===== src/sv/tvc_pkg.sv =====
// Shared types, widths and codes for the tile viewport clip block.
// No dependencies; every other file of the block imports this package.
`default_nettype none

package tvc_pkg;

   // field and register widths
   localparam int POS_W      = 21;
   localparam int TILE_IDX_W = 12;
   localparam int TSZ_W      = 9;
   localparam int WT_W       = 13;
   localparam int WIN_W      = 13;
   localparam int PIX_W      = 21;
   localparam int RECT_W     = 20;
   localparam int SKIP_W     = 8;
   localparam int USED_W     = 9;
   localparam int CSR_IDX_W  = 3;
   localparam int CSR_DATA_W = 13;

   localparam int MAX_TILE_SIZE   = 256;
   localparam int MAX_WORLD_TILES = 4096;

   // register indexes
   localparam logic [CSR_IDX_W-1:0] CSR_TILE_WIDTH   = 3'd0;
   localparam logic [CSR_IDX_W-1:0] CSR_TILE_HEIGHT  = 3'd1;
   localparam logic [CSR_IDX_W-1:0] CSR_WORLD_WIDTH  = 3'd2;
   localparam logic [CSR_IDX_W-1:0] CSR_WORLD_HEIGHT = 3'd3;
   localparam logic [CSR_IDX_W-1:0] CSR_WIN_WIDTH    = 3'd4;
   localparam logic [CSR_IDX_W-1:0] CSR_WIN_HEIGHT   = 3'd5;

   // item kinds
   localparam logic KIND_UPDATE = 1'b0;
   localparam logic KIND_QUERY  = 1'b1;

   typedef struct packed {
      logic                  kind;
      logic [POS_W-1:0]      pos_x;
      logic [POS_W-1:0]      pos_y;
      logic [TILE_IDX_W-1:0] tile_col;
      logic [TILE_IDX_W-1:0] tile_row;
   } req_word_type;

   typedef struct packed {
      logic [TILE_IDX_W-1:0] first_col;
      logic [TILE_IDX_W-1:0] first_row;
      logic [TILE_IDX_W-1:0] last_col;
      logic [TILE_IDX_W-1:0] last_row;
      logic [SKIP_W-1:0]     left_skip;
      logic [SKIP_W-1:0]     top_skip;
      logic [USED_W-1:0]     right_used;
      logic [USED_W-1:0]     bottom_used;
      logic [RECT_W-1:0]     rect_x;
      logic [RECT_W-1:0]     rect_y;
      logic [USED_W-1:0]     rect_w;
      logic [USED_W-1:0]     rect_h;
   } rsp_word_type;

   typedef struct packed {
      logic load_req;
      logic world_mul;
      logic lim_calc;
      logic clamp_calc;
      logic div_start;
      logic upd_write;
      logic query_mul;
      logic out_load;
   } dp_cmd_type;

   typedef struct packed {
      logic div_busy;
      logic out_free;
   } dp_status_type;

   typedef enum logic [3:0] {
      ST_IDLE,
      ST_UMUL,
      ST_ULIM,
      ST_UCLAMP,
      ST_UDIVGO,
      ST_UDIV,
      ST_UWRITE,
      ST_QMUL,
      ST_DONE
   } ctrl_state_type;

endpackage

`default_nettype wire


===== src/sv/tvc_req_if.sv =====
// Request channel of the tile viewport clip block: valid/ready plus one input word.
// Depends on tvc_pkg for field widths.
`default_nettype none

interface tvc_req_if import tvc_pkg::*; ();
   logic                         valid;
   logic                         ready;
   logic                         kind;
   logic signed [POS_W-1:0]      pos_x;
   logic signed [POS_W-1:0]      pos_y;
   logic        [TILE_IDX_W-1:0] tile_col;
   logic        [TILE_IDX_W-1:0] tile_row;

   modport source (output valid, kind, pos_x, pos_y, tile_col, tile_row, input ready);
   modport sink   (input valid, kind, pos_x, pos_y, tile_col, tile_row, output ready);
endinterface

`default_nettype wire


===== src/sv/tvc_rsp_if.sv =====
// Response channel of the tile viewport clip block: valid/ready plus one result word.
// Depends on tvc_pkg for field widths.
`default_nettype none

interface tvc_rsp_if import tvc_pkg::*; ();
   logic                  valid;
   logic                  ready;
   logic [TILE_IDX_W-1:0] first_col;
   logic [TILE_IDX_W-1:0] first_row;
   logic [TILE_IDX_W-1:0] last_col;
   logic [TILE_IDX_W-1:0] last_row;
   logic [SKIP_W-1:0]     left_skip;
   logic [SKIP_W-1:0]     top_skip;
   logic [USED_W-1:0]     right_used;
   logic [USED_W-1:0]     bottom_used;
   logic [RECT_W-1:0]     rect_x;
   logic [RECT_W-1:0]     rect_y;
   logic [USED_W-1:0]     rect_w;
   logic [USED_W-1:0]     rect_h;

   modport source (output valid, first_col, first_row, last_col, last_row, left_skip,
                   top_skip, right_used, bottom_used, rect_x, rect_y, rect_w, rect_h,
                   input ready);
   modport sink   (input valid, first_col, first_row, last_col, last_row, left_skip,
                   top_skip, right_used, bottom_used, rect_x, rect_y, rect_w, rect_h,
                   output ready);
endinterface

`default_nettype wire


===== src/sv/tile_viewport_clip_core.sv =====
// Tile viewport clip unit. A viewport update word clamps the window into the world and
// records the visible tile range; it passes the multiply, limit and clamp stages and the
// 21-step restoring dividers (one quotient bit per cycle, both axes and both window edges
// in parallel) before the next word can be accepted. A tile query word reads the stored
// range. One word is in flight at a time; a finished result sits in the output register
// while the next word is accepted.
// Depends on tvc_pkg, tvc_req_if, tvc_rsp_if, tvc_div, tvc_dp and tvc_ctrl.
`default_nettype none

module tile_viewport_clip_core import tvc_pkg::*; (
   input  wire logic                  clock,
   input  wire logic                  reset,
   input  wire logic                  csr_we,
   input  wire logic [CSR_IDX_W-1:0]  csr_index,
   input  wire logic [CSR_DATA_W-1:0] csr_wdata,
   tvc_req_if.sink                    req_chan,
   tvc_rsp_if.source                  rsp_chan
);

   req_word_type  req_word;
   rsp_word_type  rsp_word;
   dp_cmd_type    cmd;
   dp_status_type sts;
   logic          req_ready;
   logic          rsp_valid;

   assign req_word.kind     = req_chan.kind;
   assign req_word.pos_x    = req_chan.pos_x;
   assign req_word.pos_y    = req_chan.pos_y;
   assign req_word.tile_col = req_chan.tile_col;
   assign req_word.tile_row = req_chan.tile_row;
   assign req_chan.ready    = req_ready;

   tvc_ctrl u_ctrl (
      .clock    (clock),
      .reset    (reset),
      .req_valid(req_chan.valid),
      .req_kind (req_chan.kind),
      .req_ready(req_ready),
      .sts      (sts),
      .cmd      (cmd)
   );

   tvc_dp u_dp (
      .clock    (clock),
      .reset    (reset),
      .csr_we   (csr_we),
      .csr_index(csr_index),
      .csr_wdata(csr_wdata),
      .req_word (req_word),
      .cmd      (cmd),
      .sts      (sts),
      .rsp_ready(rsp_chan.ready),
      .rsp_valid(rsp_valid),
      .rsp_word (rsp_word)
   );

   assign rsp_chan.valid       = rsp_valid;
   assign rsp_chan.first_col   = rsp_word.first_col;
   assign rsp_chan.first_row   = rsp_word.first_row;
   assign rsp_chan.last_col    = rsp_word.last_col;
   assign rsp_chan.last_row    = rsp_word.last_row;
   assign rsp_chan.left_skip   = rsp_word.left_skip;
   assign rsp_chan.top_skip    = rsp_word.top_skip;
   assign rsp_chan.right_used  = rsp_word.right_used;
   assign rsp_chan.bottom_used = rsp_word.bottom_used;
   assign rsp_chan.rect_x      = rsp_word.rect_x;
   assign rsp_chan.rect_y      = rsp_word.rect_y;
   assign rsp_chan.rect_w      = rsp_word.rect_w;
   assign rsp_chan.rect_h      = rsp_word.rect_h;

endmodule

`default_nettype wire


===== src/sv/tvc_div.sv =====
// Restoring unsigned divider, one quotient bit per cycle, registered results.
// Depends on tvc_pkg for default widths.
`default_nettype none

module tvc_div import tvc_pkg::*; #(
   parameter int DIVIDEND_W = PIX_W,
   parameter int DIVISOR_W  = TSZ_W
) (
   input  wire logic                  clock,
   input  wire logic                  reset,
   input  wire logic                  start,
   input  wire logic [DIVIDEND_W-1:0] dividend,
   input  wire logic [DIVISOR_W-1:0]  divisor,
   output logic                       busy,
   output logic      [DIVIDEND_W-1:0] quotient,
   output logic      [DIVISOR_W-1:0]  remainder
);

   localparam int CNT_W = $clog2(DIVIDEND_W + 1);
   localparam logic [CNT_W-1:0] LAST_STEP = CNT_W'(DIVIDEND_W - 1);

   logic                  busy_ff;
   logic [CNT_W-1:0]      count_ff;
   logic [DIVIDEND_W-1:0] quo_ff;
   logic [DIVISOR_W-1:0]  rem_ff;
   logic [DIVISOR_W-1:0]  divisor_ff;
   logic [DIVISOR_W:0]    rem_sh;
   logic [DIVISOR_W:0]    rem_diff;
   logic                  fits;

   always_comb begin
      rem_sh   = {rem_ff, quo_ff[DIVIDEND_W-1]};
      fits     = rem_sh >= {1'b0, divisor_ff};
      rem_diff = rem_sh - {1'b0, divisor_ff};
   end

   always_ff @(posedge clock) begin
      if (reset) begin
         busy_ff  <= 1'b0;
         count_ff <= '0;
      end else if (start) begin
         busy_ff  <= 1'b1;
         count_ff <= '0;
      end else if (busy_ff) begin
         if (count_ff == LAST_STEP) begin
            busy_ff <= 1'b0;
         end else begin
            count_ff <= count_ff + 1'b1;
         end
      end
   end

   always_ff @(posedge clock) begin
      if (start) begin
         quo_ff     <= dividend;
         rem_ff     <= '0;
         divisor_ff <= divisor;
      end else if (busy_ff) begin
         // shift in the next dividend bit, subtract when it fits
         quo_ff <= {quo_ff[DIVIDEND_W-2:0], fits};
         rem_ff <= fits ? rem_diff[DIVISOR_W-1:0] : rem_sh[DIVISOR_W-1:0];
      end
   end

   assign busy      = busy_ff;
   assign quotient  = quo_ff;
   assign remainder = rem_ff;

   a_start_busy: assert property (@(posedge clock) disable iff (reset)
      start |=> busy_ff)
      else $error("divider not busy after start");

   a_rem_bound: assert property (@(posedge clock) disable iff (reset)
      (busy_ff && !start && count_ff == LAST_STEP) |=> (rem_ff < divisor_ff))
      else $error("final remainder not below divisor");

endmodule

`default_nettype wire


===== src/sv/tvc_dp.sv =====
// Datapath of the tile viewport clip block: config registers, viewport state,
// clamp and multiply stages, four tvc_div dividers and the result register.
// Depends on tvc_pkg and tvc_div.
`default_nettype none

module tvc_dp import tvc_pkg::*; (
   input  wire logic                  clock,
   input  wire logic                  reset,
   input  wire logic                  csr_we,
   input  wire logic [CSR_IDX_W-1:0]  csr_index,
   input  wire logic [CSR_DATA_W-1:0] csr_wdata,
   input  wire req_word_type          req_word,
   input  wire dp_cmd_type            cmd,
   output dp_status_type              sts,
   input  wire logic                  rsp_ready,
   output logic                       rsp_valid,
   output rsp_word_type               rsp_word
);

   // axis 0 is horizontal, axis 1 vertical
   logic [TSZ_W-1:0]      tile_size_ff   [2];
   logic [WT_W-1:0]       world_tiles_ff [2];
   logic [WIN_W-1:0]      win_size_ff    [2];

   logic [TSZ_W-1:0]      tsz  [2];
   logic [WT_W-1:0]       wt   [2];
   logic [WIN_W-1:0]      win  [2];

   logic                  kind_ff;
   logic [POS_W-1:0]      pos_ff   [2];
   logic [TILE_IDX_W-1:0] tile_ff  [2];
   logic [PIX_W-1:0]      world_ff [2];
   logic [PIX_W-1:0]      lim_ff   [2];
   logic [PIX_W-1:0]      start_ff [2];
   logic [PIX_W-1:0]      qprod_ff [2];

   logic [TILE_IDX_W-1:0] first_ff [2];
   logic [TILE_IDX_W-1:0] last_ff  [2];
   logic [SKIP_W-1:0]     skip_ff  [2];
   logic [USED_W-1:0]     used_ff  [2];

   logic                  rsp_valid_ff;
   rsp_word_type          rsp_word_ff;

   logic [WT_W+TSZ_W-1:0] world_prod [2];
   logic [PIX_W:0]        lim_diff   [2];
   logic [PIX_W-1:0]      clamp_pos  [2];
   logic [PIX_W-1:0]      end_pix    [2];
   logic [PIX_W-1:0]      qmul       [2];
   logic [PIX_W-1:0]      div_s_q    [2];
   logic [PIX_W-1:0]      div_e_q    [2];
   logic [TSZ_W-1:0]      div_s_r    [2];
   logic [TSZ_W-1:0]      div_e_r    [2];
   logic [1:0]            div_s_busy;
   logic [1:0]            div_e_busy;
   logic [PIX_W-1:0]      clip_pos   [2];
   logic [USED_W-1:0]     clip_len   [2];
   logic [PIX_W-1:0]      skip_pos   [2];

   function automatic logic [TSZ_W-1:0] fix_tile(input logic [TSZ_W-1:0] v);
      logic [TSZ_W-1:0] r;
      r = v;
      if (v == '0) begin
         r = TSZ_W'(1);
      end else if (v > TSZ_W'(MAX_TILE_SIZE)) begin
         r = TSZ_W'(MAX_TILE_SIZE);
      end
      return r;
   endfunction

   function automatic logic [WT_W-1:0] fix_world(input logic [WT_W-1:0] v);
      logic [WT_W-1:0] r;
      r = v;
      if (v == '0) begin
         r = WT_W'(1);
      end else if (v > WT_W'(MAX_WORLD_TILES)) begin
         r = WT_W'(MAX_WORLD_TILES);
      end
      return r;
   endfunction

   // configuration
   always_ff @(posedge clock) begin
      if (reset) begin
         tile_size_ff[0]   <= TSZ_W'(16);
         tile_size_ff[1]   <= TSZ_W'(16);
         world_tiles_ff[0] <= WT_W'(64);
         world_tiles_ff[1] <= WT_W'(64);
         win_size_ff[0]    <= WIN_W'(320);
         win_size_ff[1]    <= WIN_W'(240);
      end else if (csr_we) begin
         case (csr_index)
            CSR_TILE_WIDTH:   tile_size_ff[0]   <= csr_wdata[TSZ_W-1:0];
            CSR_TILE_HEIGHT:  tile_size_ff[1]   <= csr_wdata[TSZ_W-1:0];
            CSR_WORLD_WIDTH:  world_tiles_ff[0] <= csr_wdata[WT_W-1:0];
            CSR_WORLD_HEIGHT: world_tiles_ff[1] <= csr_wdata[WT_W-1:0];
            CSR_WIN_WIDTH:    win_size_ff[0]    <= csr_wdata[WIN_W-1:0];
            CSR_WIN_HEIGHT:   win_size_ff[1]    <= csr_wdata[WIN_W-1:0];
            default: ;
         endcase
      end
   end

   always_comb begin
      for (int a = 0; a < 2; a++) begin
         tsz[a] = fix_tile(tile_size_ff[a]);
         wt[a]  = fix_world(world_tiles_ff[a]);
         win[a] = (win_size_ff[a] == '0) ? WIN_W'(1) : win_size_ff[a];

         world_prod[a] = wt[a] * tsz[a];
         // floor the clamp limit at zero
         lim_diff[a]   = {1'b0, world_ff[a]} - (PIX_W + 1)'(win[a]);

         if (pos_ff[a][POS_W-1]) begin
            clamp_pos[a] = '0;
         end else if (pos_ff[a] > lim_ff[a]) begin
            clamp_pos[a] = lim_ff[a];
         end else begin
            clamp_pos[a] = pos_ff[a];
         end

         end_pix[a] = start_ff[a] + PIX_W'(win[a]);
         qmul[a]    = PIX_W'(tile_ff[a]) * PIX_W'(tsz[a]);

         // trim the first tile, else the last; a tile that is both is trimmed as first
         skip_pos[a] = qprod_ff[a] + PIX_W'(skip_ff[a]);
         if (tile_ff[a] == first_ff[a]) begin
            clip_pos[a] = skip_pos[a];
            clip_len[a] = (USED_W'(skip_ff[a]) > tsz[a]) ? '0
                                                         : tsz[a] - USED_W'(skip_ff[a]);
         end else if (tile_ff[a] == last_ff[a]) begin
            clip_pos[a] = qprod_ff[a];
            clip_len[a] = used_ff[a];
         end else begin
            clip_pos[a] = qprod_ff[a];
            clip_len[a] = tsz[a];
         end
      end
   end

   for (genvar g = 0; g < 2; g++) begin : g_axis
      tvc_div #(
         .DIVIDEND_W(PIX_W),
         .DIVISOR_W (TSZ_W)
      ) u_div_start (
         .clock    (clock),
         .reset    (reset),
         .start    (cmd.div_start),
         .dividend (start_ff[g]),
         .divisor  (tsz[g]),
         .busy     (div_s_busy[g]),
         .quotient (div_s_q[g]),
         .remainder(div_s_r[g])
      );

      tvc_div #(
         .DIVIDEND_W(PIX_W),
         .DIVISOR_W (TSZ_W)
      ) u_div_end (
         .clock    (clock),
         .reset    (reset),
         .start    (cmd.div_start),
         .dividend (end_pix[g]),
         .divisor  (tsz[g]),
         .busy     (div_e_busy[g]),
         .quotient (div_e_q[g]),
         .remainder(div_e_r[g])
      );
   end

   // working registers
   always_ff @(posedge clock) begin
      if (cmd.load_req) begin
         kind_ff    <= req_word.kind;
         pos_ff[0]  <= req_word.pos_x;
         pos_ff[1]  <= req_word.pos_y;
         tile_ff[0] <= req_word.tile_col;
         tile_ff[1] <= req_word.tile_row;
      end
      for (int a = 0; a < 2; a++) begin
         if (cmd.world_mul) begin
            world_ff[a] <= world_prod[a][PIX_W-1:0];
         end
         if (cmd.lim_calc) begin
            lim_ff[a] <= lim_diff[a][PIX_W] ? '0 : lim_diff[a][PIX_W-1:0];
         end
         if (cmd.clamp_calc) begin
            start_ff[a] <= clamp_pos[a];
         end
         if (cmd.query_mul) begin
            qprod_ff[a] <= qmul[a];
         end
      end
   end

   // viewport state
   always_ff @(posedge clock) begin
      if (reset) begin
         for (int a = 0; a < 2; a++) begin
            first_ff[a] <= '0;
            last_ff[a]  <= '0;
            skip_ff[a]  <= '0;
            used_ff[a]  <= '0;
         end
      end else if (cmd.upd_write) begin
         for (int a = 0; a < 2; a++) begin
            first_ff[a] <= div_s_q[a][TILE_IDX_W-1:0];
            skip_ff[a]  <= div_s_r[a][SKIP_W-1:0];
            // an exact end falls on the previous tile, used in full
            if (div_e_r[a] == '0) begin
               last_ff[a] <= div_e_q[a][TILE_IDX_W-1:0] - 1'b1;
               used_ff[a] <= USED_W'(tsz[a]);
            end else begin
               last_ff[a] <= div_e_q[a][TILE_IDX_W-1:0];
               used_ff[a] <= USED_W'(div_e_r[a]);
            end
         end
      end
   end

   // result register
   always_ff @(posedge clock) begin
      if (reset) begin
         rsp_valid_ff <= 1'b0;
      end else if (cmd.out_load) begin
         rsp_valid_ff <= 1'b1;
      end else if (rsp_ready) begin
         rsp_valid_ff <= 1'b0;
      end
   end

   always_ff @(posedge clock) begin
      if (cmd.out_load) begin
         rsp_word_ff.first_col   <= first_ff[0];
         rsp_word_ff.first_row   <= first_ff[1];
         rsp_word_ff.last_col    <= last_ff[0];
         rsp_word_ff.last_row    <= last_ff[1];
         rsp_word_ff.left_skip   <= skip_ff[0];
         rsp_word_ff.top_skip    <= skip_ff[1];
         rsp_word_ff.right_used  <= used_ff[0];
         rsp_word_ff.bottom_used <= used_ff[1];
         if (kind_ff == KIND_QUERY) begin
            rsp_word_ff.rect_x <= clip_pos[0][RECT_W-1:0];
            rsp_word_ff.rect_y <= clip_pos[1][RECT_W-1:0];
            rsp_word_ff.rect_w <= clip_len[0];
            rsp_word_ff.rect_h <= clip_len[1];
         end else begin
            rsp_word_ff.rect_x <= '0;
            rsp_word_ff.rect_y <= '0;
            rsp_word_ff.rect_w <= '0;
            rsp_word_ff.rect_h <= '0;
         end
      end
   end

   assign sts.div_busy = (|div_s_busy) | (|div_e_busy);
   assign sts.out_free = !rsp_valid_ff || rsp_ready;
   assign rsp_valid    = rsp_valid_ff;
   assign rsp_word     = rsp_word_ff;

   a_used_nonzero: assert property (@(posedge clock) disable iff (reset)
      cmd.upd_write |=> (used_ff[0] != '0) && (used_ff[1] != '0))
      else $error("last tile used width is zero after update");

endmodule

`default_nettype wire


===== src/sv/tvc_ctrl.sv =====
// Controller of the tile viewport clip block: sequences one word through
// the datapath stages. Depends on tvc_pkg.
`default_nettype none

module tvc_ctrl import tvc_pkg::*; (
   input  wire logic          clock,
   input  wire logic          reset,
   input  wire logic          req_valid,
   input  wire logic          req_kind,
   output logic               req_ready,
   input  wire dp_status_type sts,
   output dp_cmd_type         cmd
);

   ctrl_state_type state_ff;
   ctrl_state_type state_in;

   always_ff @(posedge clock) begin
      if (reset) begin
         state_ff <= ST_IDLE;
      end else begin
         state_ff <= state_in;
      end
   end

   always_comb begin
      state_in  = state_ff;
      cmd       = '0;
      req_ready = 1'b0;
      case (state_ff)
         ST_IDLE: begin
            req_ready = 1'b1;
            if (req_valid) begin
               cmd.load_req = 1'b1;
               state_in     = (req_kind == KIND_QUERY) ? ST_QMUL : ST_UMUL;
            end
         end
         ST_UMUL: begin
            cmd.world_mul = 1'b1;
            state_in      = ST_ULIM;
         end
         ST_ULIM: begin
            cmd.lim_calc = 1'b1;
            state_in     = ST_UCLAMP;
         end
         ST_UCLAMP: begin
            cmd.clamp_calc = 1'b1;
            state_in       = ST_UDIVGO;
         end
         ST_UDIVGO: begin
            cmd.div_start = 1'b1;
            state_in      = ST_UDIV;
         end
         ST_UDIV: begin
            if (!sts.div_busy) begin
               state_in = ST_UWRITE;
            end
         end
         ST_UWRITE: begin
            cmd.upd_write = 1'b1;
            state_in      = ST_DONE;
         end
         ST_QMUL: begin
            cmd.query_mul = 1'b1;
            state_in      = ST_DONE;
         end
         ST_DONE: begin
            // hold until the result register can take the word
            if (sts.out_free) begin
               cmd.out_load = 1'b1;
               state_in     = ST_IDLE;
            end
         end
         default: begin
            state_in = ST_IDLE;
         end
      endcase
   end

   a_accept_leaves_idle: assert property (@(posedge clock) disable iff (reset)
      (req_valid && req_ready) |=> (state_ff != ST_IDLE))
      else $error("accepted word did not start processing");

   a_load_when_free: assert property (@(posedge clock) disable iff (reset)
      cmd.out_load |-> sts.out_free)
      else $error("result register overwritten while occupied");

endmodule

`default_nettype wire


===== src/flat_wrapper.sv =====
// flat-port wrapper written by rule: the top's interface ports become plain ports
module tile_viewport_clip_core_flat import tvc_pkg::*;
  (clock, reset, csr_we, csr_index, csr_wdata, req_chan_valid, req_chan_kind, req_chan_pos_x, req_chan_pos_y, req_chan_tile_col, req_chan_tile_row, req_chan_ready, rsp_chan_valid, rsp_chan_first_col, rsp_chan_first_row, rsp_chan_last_col, rsp_chan_last_row, rsp_chan_left_skip, rsp_chan_top_skip, rsp_chan_right_used, rsp_chan_bottom_used, rsp_chan_rect_x, rsp_chan_rect_y, rsp_chan_rect_w, rsp_chan_rect_h, rsp_chan_ready);
  tvc_req_if req_chan_i ();
  tvc_rsp_if rsp_chan_i ();
  input  wire logic clock;
  input  wire logic reset;
  input  wire logic csr_we;
  input  wire logic [CSR_IDX_W-1:0] csr_index;
  input  wire logic [CSR_DATA_W-1:0] csr_wdata;
  input wire logic [$bits(req_chan_i.valid)-1:0] req_chan_valid;
  input wire logic [$bits(req_chan_i.kind)-1:0] req_chan_kind;
  input wire logic [$bits(req_chan_i.pos_x)-1:0] req_chan_pos_x;
  input wire logic [$bits(req_chan_i.pos_y)-1:0] req_chan_pos_y;
  input wire logic [$bits(req_chan_i.tile_col)-1:0] req_chan_tile_col;
  input wire logic [$bits(req_chan_i.tile_row)-1:0] req_chan_tile_row;
  output wire logic [$bits(req_chan_i.ready)-1:0] req_chan_ready;
  output wire logic [$bits(rsp_chan_i.valid)-1:0] rsp_chan_valid;
  output wire logic [$bits(rsp_chan_i.first_col)-1:0] rsp_chan_first_col;
  output wire logic [$bits(rsp_chan_i.first_row)-1:0] rsp_chan_first_row;
  output wire logic [$bits(rsp_chan_i.last_col)-1:0] rsp_chan_last_col;
  output wire logic [$bits(rsp_chan_i.last_row)-1:0] rsp_chan_last_row;
  output wire logic [$bits(rsp_chan_i.left_skip)-1:0] rsp_chan_left_skip;
  output wire logic [$bits(rsp_chan_i.top_skip)-1:0] rsp_chan_top_skip;
  output wire logic [$bits(rsp_chan_i.right_used)-1:0] rsp_chan_right_used;
  output wire logic [$bits(rsp_chan_i.bottom_used)-1:0] rsp_chan_bottom_used;
  output wire logic [$bits(rsp_chan_i.rect_x)-1:0] rsp_chan_rect_x;
  output wire logic [$bits(rsp_chan_i.rect_y)-1:0] rsp_chan_rect_y;
  output wire logic [$bits(rsp_chan_i.rect_w)-1:0] rsp_chan_rect_w;
  output wire logic [$bits(rsp_chan_i.rect_h)-1:0] rsp_chan_rect_h;
  input wire logic [$bits(rsp_chan_i.ready)-1:0] rsp_chan_ready;
  assign req_chan_i.valid = req_chan_valid;
  assign req_chan_i.kind = req_chan_kind;
  assign req_chan_i.pos_x = req_chan_pos_x;
  assign req_chan_i.pos_y = req_chan_pos_y;
  assign req_chan_i.tile_col = req_chan_tile_col;
  assign req_chan_i.tile_row = req_chan_tile_row;
  assign req_chan_ready = req_chan_i.ready;
  assign rsp_chan_valid = rsp_chan_i.valid;
  assign rsp_chan_first_col = rsp_chan_i.first_col;
  assign rsp_chan_first_row = rsp_chan_i.first_row;
  assign rsp_chan_last_col = rsp_chan_i.last_col;
  assign rsp_chan_last_row = rsp_chan_i.last_row;
  assign rsp_chan_left_skip = rsp_chan_i.left_skip;
  assign rsp_chan_top_skip = rsp_chan_i.top_skip;
  assign rsp_chan_right_used = rsp_chan_i.right_used;
  assign rsp_chan_bottom_used = rsp_chan_i.bottom_used;
  assign rsp_chan_rect_x = rsp_chan_i.rect_x;
  assign rsp_chan_rect_y = rsp_chan_i.rect_y;
  assign rsp_chan_rect_w = rsp_chan_i.rect_w;
  assign rsp_chan_rect_h = rsp_chan_i.rect_h;
  assign rsp_chan_i.ready = rsp_chan_ready;
  tile_viewport_clip_core u_core (.clock(clock), .reset(reset), .csr_we(csr_we), .csr_index(csr_index), .csr_wdata(csr_wdata), .req_chan(req_chan_i), .rsp_chan(rsp_chan_i));
endmodule

===== config.mk =====
export PLATFORM = sky130hd
export DESIGN_NAME = tile_viewport_clip_core_flat
export DESIGN_NICKNAME = d
export VERILOG_FILES = /design/src/sv/tvc_pkg.sv /design/src/sv/tvc_req_if.sv /design/src/sv/tvc_rsp_if.sv /design/src/sv/tile_viewport_clip_core.sv /design/src/sv/tvc_div.sv /design/src/sv/tvc_dp.sv /design/src/sv/tvc_ctrl.sv /design/src/flat_wrapper.sv
export SDC_FILE = /design/constraint.sdc
export NUM_CORES = 2
export LEC_CHECK = 0
export BUFFER_PORTS_ARGS = -buffer_cell sky130_fd_sc_hd__buf_4
export CAP_MARGIN = 5
export CORE_UTILIZATION = 30
export DETAILED_ROUTE_END_ITERATION = 16
export GPL_ROUTABILITY_DRIVEN = 0
export GPL_TIMING_DRIVEN = 0
export PLACE_DENSITY = 0.44
export SLEW_MARGIN = 5
export SYNTH_ARGS = -nofsm -noshare
export SYNTH_HDL_FRONTEND = slang
export SYNTH_SLANG_ARGS = --single-unit

===== constraint.sdc =====
create_clock -name clock -period 18.52 [get_ports clock]
set_input_delay 1.852 -clock clock [delete_from_list [all_inputs] [get_ports clock]]
set_output_delay 1.852 -clock clock [all_outputs]
set_load 0.1 [all_outputs]

== Word level (Yosys, flattened, before mapping) ==
Memory sizes are Yosys's and may differ from the RTL's.
Cells that the tools add are included.

* Memories kept: 13
* Input port bits: 88
* Word-level logic and storage cells: 292
* Output and inout bits: 142
* Bits in writable memories: 386
* Flip-flop bits (word level): 308

* $mul: 4
* Magnitude comparators: 12
* Bitwise operators: 23
* Reduce and logical (&&, ||, !) cells: 26
* Add/subtract/negate cells: 18
* Equality and inequality tests: 24
* Multiplexer cells: 139

{| class="wikitable"
|+ Memories
! memory !! depth !! width !! read ports !! clocked after Yosys merged registers in !! wr ports !! RTL line !! RTL
|-
| u_core.u_dp.lim_ff || 2 || 21 || 2 || 0 || 2 || tvc_dp.sv:33 || <nowiki>logic [PIX_W-1:0] lim_ff [2];</nowiki>
|-
| u_core.u_dp.pos_ff || 2 || 21 || 2 || 0 || 2 || tvc_dp.sv:30 || <nowiki>logic [POS_W-1:0] pos_ff [2];</nowiki>
|-
| u_core.u_dp.qprod_ff || 2 || 21 || 2 || 0 || 2 || tvc_dp.sv:35 || <nowiki>logic [PIX_W-1:0] qprod_ff [2];</nowiki>
|-
| u_core.u_dp.start_ff || 2 || 21 || 2 || 0 || 2 || tvc_dp.sv:34 || <nowiki>logic [PIX_W-1:0] start_ff [2];</nowiki>
|-
| u_core.u_dp.world_ff || 2 || 21 || 2 || 0 || 2 || tvc_dp.sv:32 || <nowiki>logic [PIX_W-1:0] world_ff [2];</nowiki>
|-
| u_core.u_dp.win_size_ff || 2 || 13 || 2 || 0 || 2 || tvc_dp.sv:23 || <nowiki>logic [WIN_W-1:0] win_size_ff [2];</nowiki>
|-
| +7 memories || - || - || - || - || - || - ||
|}

{| class="wikitable"
|+ Operators by type and width
! kind !! number
|-
| two-way mux 21 bit || 14
|-
| two-way mux 9 bit || 20
|-
| two-way mux 13 bit || 10
|-
| two-way mux 1 bit || 80
|-
| two-way mux 12 bit || 6
|-
| zero test 13 bit || 4
|-
| equality test 12 bit || 4
|-
| subtractor 21 x 13 -> 22 bit || 2
|-
| adder 21 x 13 -> 21 bit || 2
|-
| > comparator 21 bit || 2
|-
| multiplier 12 x 9 -> 21 bit || 2
|-
| multiplier 13 x 9 -> 21 bit || 2
|-
| adder 20 x 8 -> 20 bit || 2
|-
| greater-or-equal comparator 10 x 9 -> 1 bit || 4
|-
| two-way mux 20 bit || 2
|-
| zero test 9 bit || 4
|-
| subtractor 9 bit || 4
|-
| case mux 4 bit (8 select lines) || 1
|-
| > comparator 13 bit (second input constant) || 2
|-
| subtractor 12 x 1 -> 12 bit (second input constant) || 2
|-
| adder 5 x 1 -> 5 bit (second input constant) || 4
|-
| equality test 5 bit (second input constant) || 4
|-
| OR 1 bit || 19
|-
| > comparator 8 x 9 -> 1 bit || 2
|-
| other kinds (23) || 48
|}

== Logic depth before layout (Yosys ltp) ==
* Depth after elaboration: 7
* Mapped depth: 23
* Depth with buffers taken out: 22

== Modules after synthesis ==
Synthesis repeated with hierarchy kept, for this count alone.

* Cell total of the unflattened synthesis: 4554
* Area, all modules: 49184.7 um^2

{| class="wikitable"
|+ Modules (own cells, without submodules)
! module !! instances !! area each (um^2) !! seq. area each (um^2) !! cells an instance
|-
| tvc_dp || 1 || 39726.9 || 15785.1 || 3775
|-
| tvc_div || 4 || 2290.9 || 1201.2 || 185
|-
| tvc_ctrl || 1 || 294.0 || 80.1 || 39
|}

== Least setup slack after synthesis ==
Ideal clock, no wire load.

* Path kind: in2reg
* Start point: in rsp_chan_ready
* End point: reg, netlist name u_core.u_dp.rsp_word[0]
* Stages on the path: 2
* Arrival: 8.138 ns
* Data required time: 17.864 ns
* Path slack: 9.726 ns
* Path buffers: 0
* Setup time: 0.656 ns
* Cells stage by stage: nand2b_1 nor2b_1

{| class="wikitable"
|+ RTL lines
! what !! RTL line !! RTL
|-
| from (decl) || flat_wrapper.sv:31 || <nowiki>input wire logic [$bits(rsp_chan_i.ready)-1:0] rsp_chan_ready;</nowiki>
|}

==> flow_summary.ini <==
[routing]
num_vias = 34000
wl_per_cell_um = 21.0
dr.pass1.iters = 5
finalWirelength_um = 149000
drt-initial-drc-count = 2258
drc = 0
ant_nets = 0
viasPerCell = 4.77

[die]
die_x_um = 403
placement_rows = 146
ios = 230
coreArea_mm2 = 0.159
die_h_um = 403
die-area_mm2 = 0.162
start_util_pct = 30.3

[finish]
layout-drive-gt1-share_pct = 8.85
final_cell_area_mm2 = 0.0561
syn_to_final_growth_pct = 16.5
fin_cells = 7125
final_core_util_pct = 35.3
finalNetCount = 5704
fillers = 16100

[critical_path]
critical_path.most_common_cell = fa_1
cp.arrival_ns = 7.31
cp_slowest_stage_delay_ns = 0.72
path_cells = clkbuf_1 -> nor2b_1 -> clkbuf_1 -> clkbuf_1 -> nand2_1 -> fa_1 -> inv_1 -> fa_1 -> fa_1 -> inv_1 -> fa_1 -> inv_1 -> ha_1 -> a2111oi_1 -> o21ai_1 -> a221o_1 -> a21oi_1 -> o21bai_1 -> a21oi_1 -> xnor2_1
critPathLaunchType = flop
r2r-start = u_core.u_dp.tile_size_ff[0][17]$_DFFE_PP_
critPathBufInv = 6
cp-startpoint = u_core.u_dp.tile_size_ff[0][17]$_DFFE_PP_
worst-r2r-cell-count = 20
r2r_end = u_core.u_dp.world_ff[0][39]$_DFFE_PP_
r2r_slack_ns = 11.61
critPathKind = flop to flop
worstSetupEndpointType = flop
critPathSlowestCell = clkbuf_1
cp.required_ns = 18.92
crit_family = adder cells
cp_max_fo = 11

[clock_tree]
clkTransAtPathRegs_ns = 0.06
cts_root_buf = clkbuf_16
htree_levels = 3
post_cts_resized = 0
numCtsBuffers = 88
cts_tree = yes
ctsHoldBuffers = 0
cts_setup_buffers = 0
insertion_delay_ns = 0.68
clock-sinks = 692
clockBufferDepth = 3

[synthesis]
synth-adder-area-share_pct = 21.3
ys_seq_elements = 692
yosysWarnings = 0
ys_types = 79
synth_xor_area_share_pct = 4.20
seq_area_frac_synth_pct = 41.8
synthArstFlopShare_pct = 0
yosys.area.top_type = edfxtp_1
syn_area_mm2 = 0.0482
synthSimpleGateAreaFrac_pct = 15.8
avgSynthCellArea_um2 = 10.4
synth.area.top_cells = edfxtp_1 (39%), fa_1 (13%), ha_1 (8.6%)
synth_top_family_by_area = adder cells
syn_nets = 5365
synth_flop_cell = edfxtp_1
syn_inst = 4641
synthMuxAreaShare_pct = 2.10
synth-compound-area-share_pct = 8.51
synth_edf_count = 627
synth_top_area_share_pct = 39.1

[sta]
max_freq_mhz = 145
relSlewSlack_pct = 15.7
setup_viol = 0
timing_max_transition_violations_final = 0
max_slew.worst_pin.slew_ns = 1.26
finalHoldViolations = 0
finalSetupTns_ns = 0
rsz0062_at_grt = false
finalCritPeriodShare_pct = 37.3
skew_ns = 0.0244
setup_slack_ns = 11.61
fin_crit_ns = 6.91

[grt]
grt_pass1_wl_um = 222000
grt_pass1_vias = 34100
grt_use_total_pct = 18.4
grt_max_degree = 37
grt_overflow = 0
antenna_found_initial = 3

[hold_path]
min_to = u_core.u_dp.rsp_word[67]$_DFFE_PP_
worstHoldStart = u_core.u_dp.used_ff[0][0]$_SDFFCE_PP0P_
hold_path.class = flop to flop
whs_path_depth = 0

[place]
dpl.cell_count = 6962
dpl_worst_slack_ns = 11.71
place_area_mm2 = 0.0529
dp.final_hpwl_um = 118000
portBuffers = 228

[job]
maxCapViolations = 0

[pwr]
irDropWorstVdd_v = 0.000143
p_leak_nw = 23.7
power-per-cell-area_mw_per_mm2 = 134

[outcome]
outcome = finished, final reports clean
==> registers in the layout, indices dropped and copies added (netlist names), 26 cells and up <==
register                                 flops
u_core.u_dp.rsp_word                       140
u_core.u_dp.start_ff                        42
u_core.u_dp.g_axis.u_div_end.quotient       42
u_core.u_dp.lim_ff                          42
u_core.u_dp.world_ff                        42
u_core.u_dp.g_axis.u_div_start.quotient     42
u_core.u_dp.pos_ff                          42
u_core.u_dp.win_size_ff                     26
u_core.u_dp.qprod_ff                        40
u_core.u_dp.world_tiles_ff                  26
==> cell usage in the layout (no fill, tap or decap), drive strengths merged, types with 11 or more instances in the layout <==
master | netlist | routed
a211oi | 21 | 21
a21boi | 19 | 19
a21o | 62 | 62
a21oi | 180 | 180
a31oi | 15 | 15
and2 | 239 | 239
and3 | 19 | 19
buf | 30 | 279
bufinv | 0 | 23
clkbuf | 175 | 273
clkinv | 0 | 26
dfxtp | 65 | 65
edfxtp | 627 | 627
fa | 306 | 306
ha | 330 | 330
inv | 587 | 590
mux2i | 90 | 90
nand2 | 471 | 471
nand2b | 108 | 108
nand3 | 44 | 44
nand4 | 35 | 35
nor2 | 325 | 325
nor2b | 80 | 80
nor3 | 78 | 78
nor3b | 16 | 16
nor4 | 40 | 40
o211ai | 27 | 27
o21a | 40 | 40
o21ai | 174 | 174
o21bai | 11 | 11
o31a | 12 | 12
o31ai | 11 | 11
or3 | 41 | 41
xnor2 | 149 | 149
xor2 | 82 | 82
==> metal layers <==
| layer | routed length (um) | vias to the layer above | part of all wire, % | global-route usage (%) |
|---|---|---|---|---|
| met5 | 8 | - | 0.0054 | 0 |
| met4 | 3950 | 2 | 2.6 | 5.50 |
| met3 | 7040 | 186 | 4.7 | 2.48 |
| met2 | 64700 | 795 | 43 | 28.0 |
| met1 | 73600 | 16700 | 49 | 26.9 |
| li1 | - | 16300 | - | - |
==> cells by family after synthesis <==
logic type	Yosys count
flip-flops	692
AND/OR/NAND/NOR	1543
adder cells (fa/ha/maj)	636
buffers and inverters	792
AO/OA/AOI/OAI	647
multiplexers	100
XOR/XNOR	231
==> layout make-up <==
cell class,count,area [um^2],share of cell area (%)
multi-input combinational,3157,25100,44.7
sequential,692,20100,35.9
tap,2072,2590,4.62
clock buffer,98,2280,4.07
inverter,587,2200,3.93
timing repair buffer,249,2090,3.73
clock inverter,62,938,1.67
buffer,205,808,1.44
antenna,3,7.51,0.0134
==> power breakdown <==
group          total (mW)  internal (mW)  switching (mW)
clock network        1.93           1.21           0.718
logic                3.09           1.19            1.91
registers            2.51           2.22           0.287
total                7.53           4.62            2.91
==> how the worst max path moves through the flow <==
| stage | to | cells past startpoint |
|---|---|---|
| 6_report | u_core.u_dp.world_ff[0][39]$_DFFE_PP_ | 20 |
| 5_1_grt | u_core.u_dp.world_ff[0][39]$_DFFE_PP_ | 20 |
| 4_1_cts | u_core.u_dp.world_ff[0][39]$_DFFE_PP_ | 20 |
| 3_5_place_dp | u_core.u_dp.world_ff[0][39]$_DFFE_PP_ | 20 |
| 3_3_place_gp | u_core.u_dp.rsp_word[75]$_DFFE_PP_ | 3 |
| 2_1_floorplan | u_core.u_dp.rsp_word[0]$_SDFFCE_PN0P_ | 2 |
==> cells in the mapped netlist, types with 41 or more instances <==
library cell	n
a21o_1	62
ha_1	330
nand2_1	471
or3_1	41
nor2b_1	80
mux2i_1	90
nor2_1	325
nand2b_1	108
a21oi_1	180
and2_1	237
inv_1	587
xnor2_1	149
clkbuf_1	175
o21ai_0	166
fa_1	306
xor2_1	82
nor3_1	77
edfxtp_1	627
dfxtp_1	65
nand3_1	44
==> through the flow <==
| step | total power [mW] | hold slack, ns |
|---|---|---|
| 3_3_place_gp | 5.63 | 0.438 |
| 3_5_place_dp | 5.63 | 0.442 |
| 4_1_cts | 7.62 | 0.457 |
| 2_1_floorplan | 4.64 | 0.426 |
| 5_1_grt | 8.09 | 0.466 |
| 6_report | 7.53 | 0.461 |
(Power assumes the default switching activity.)
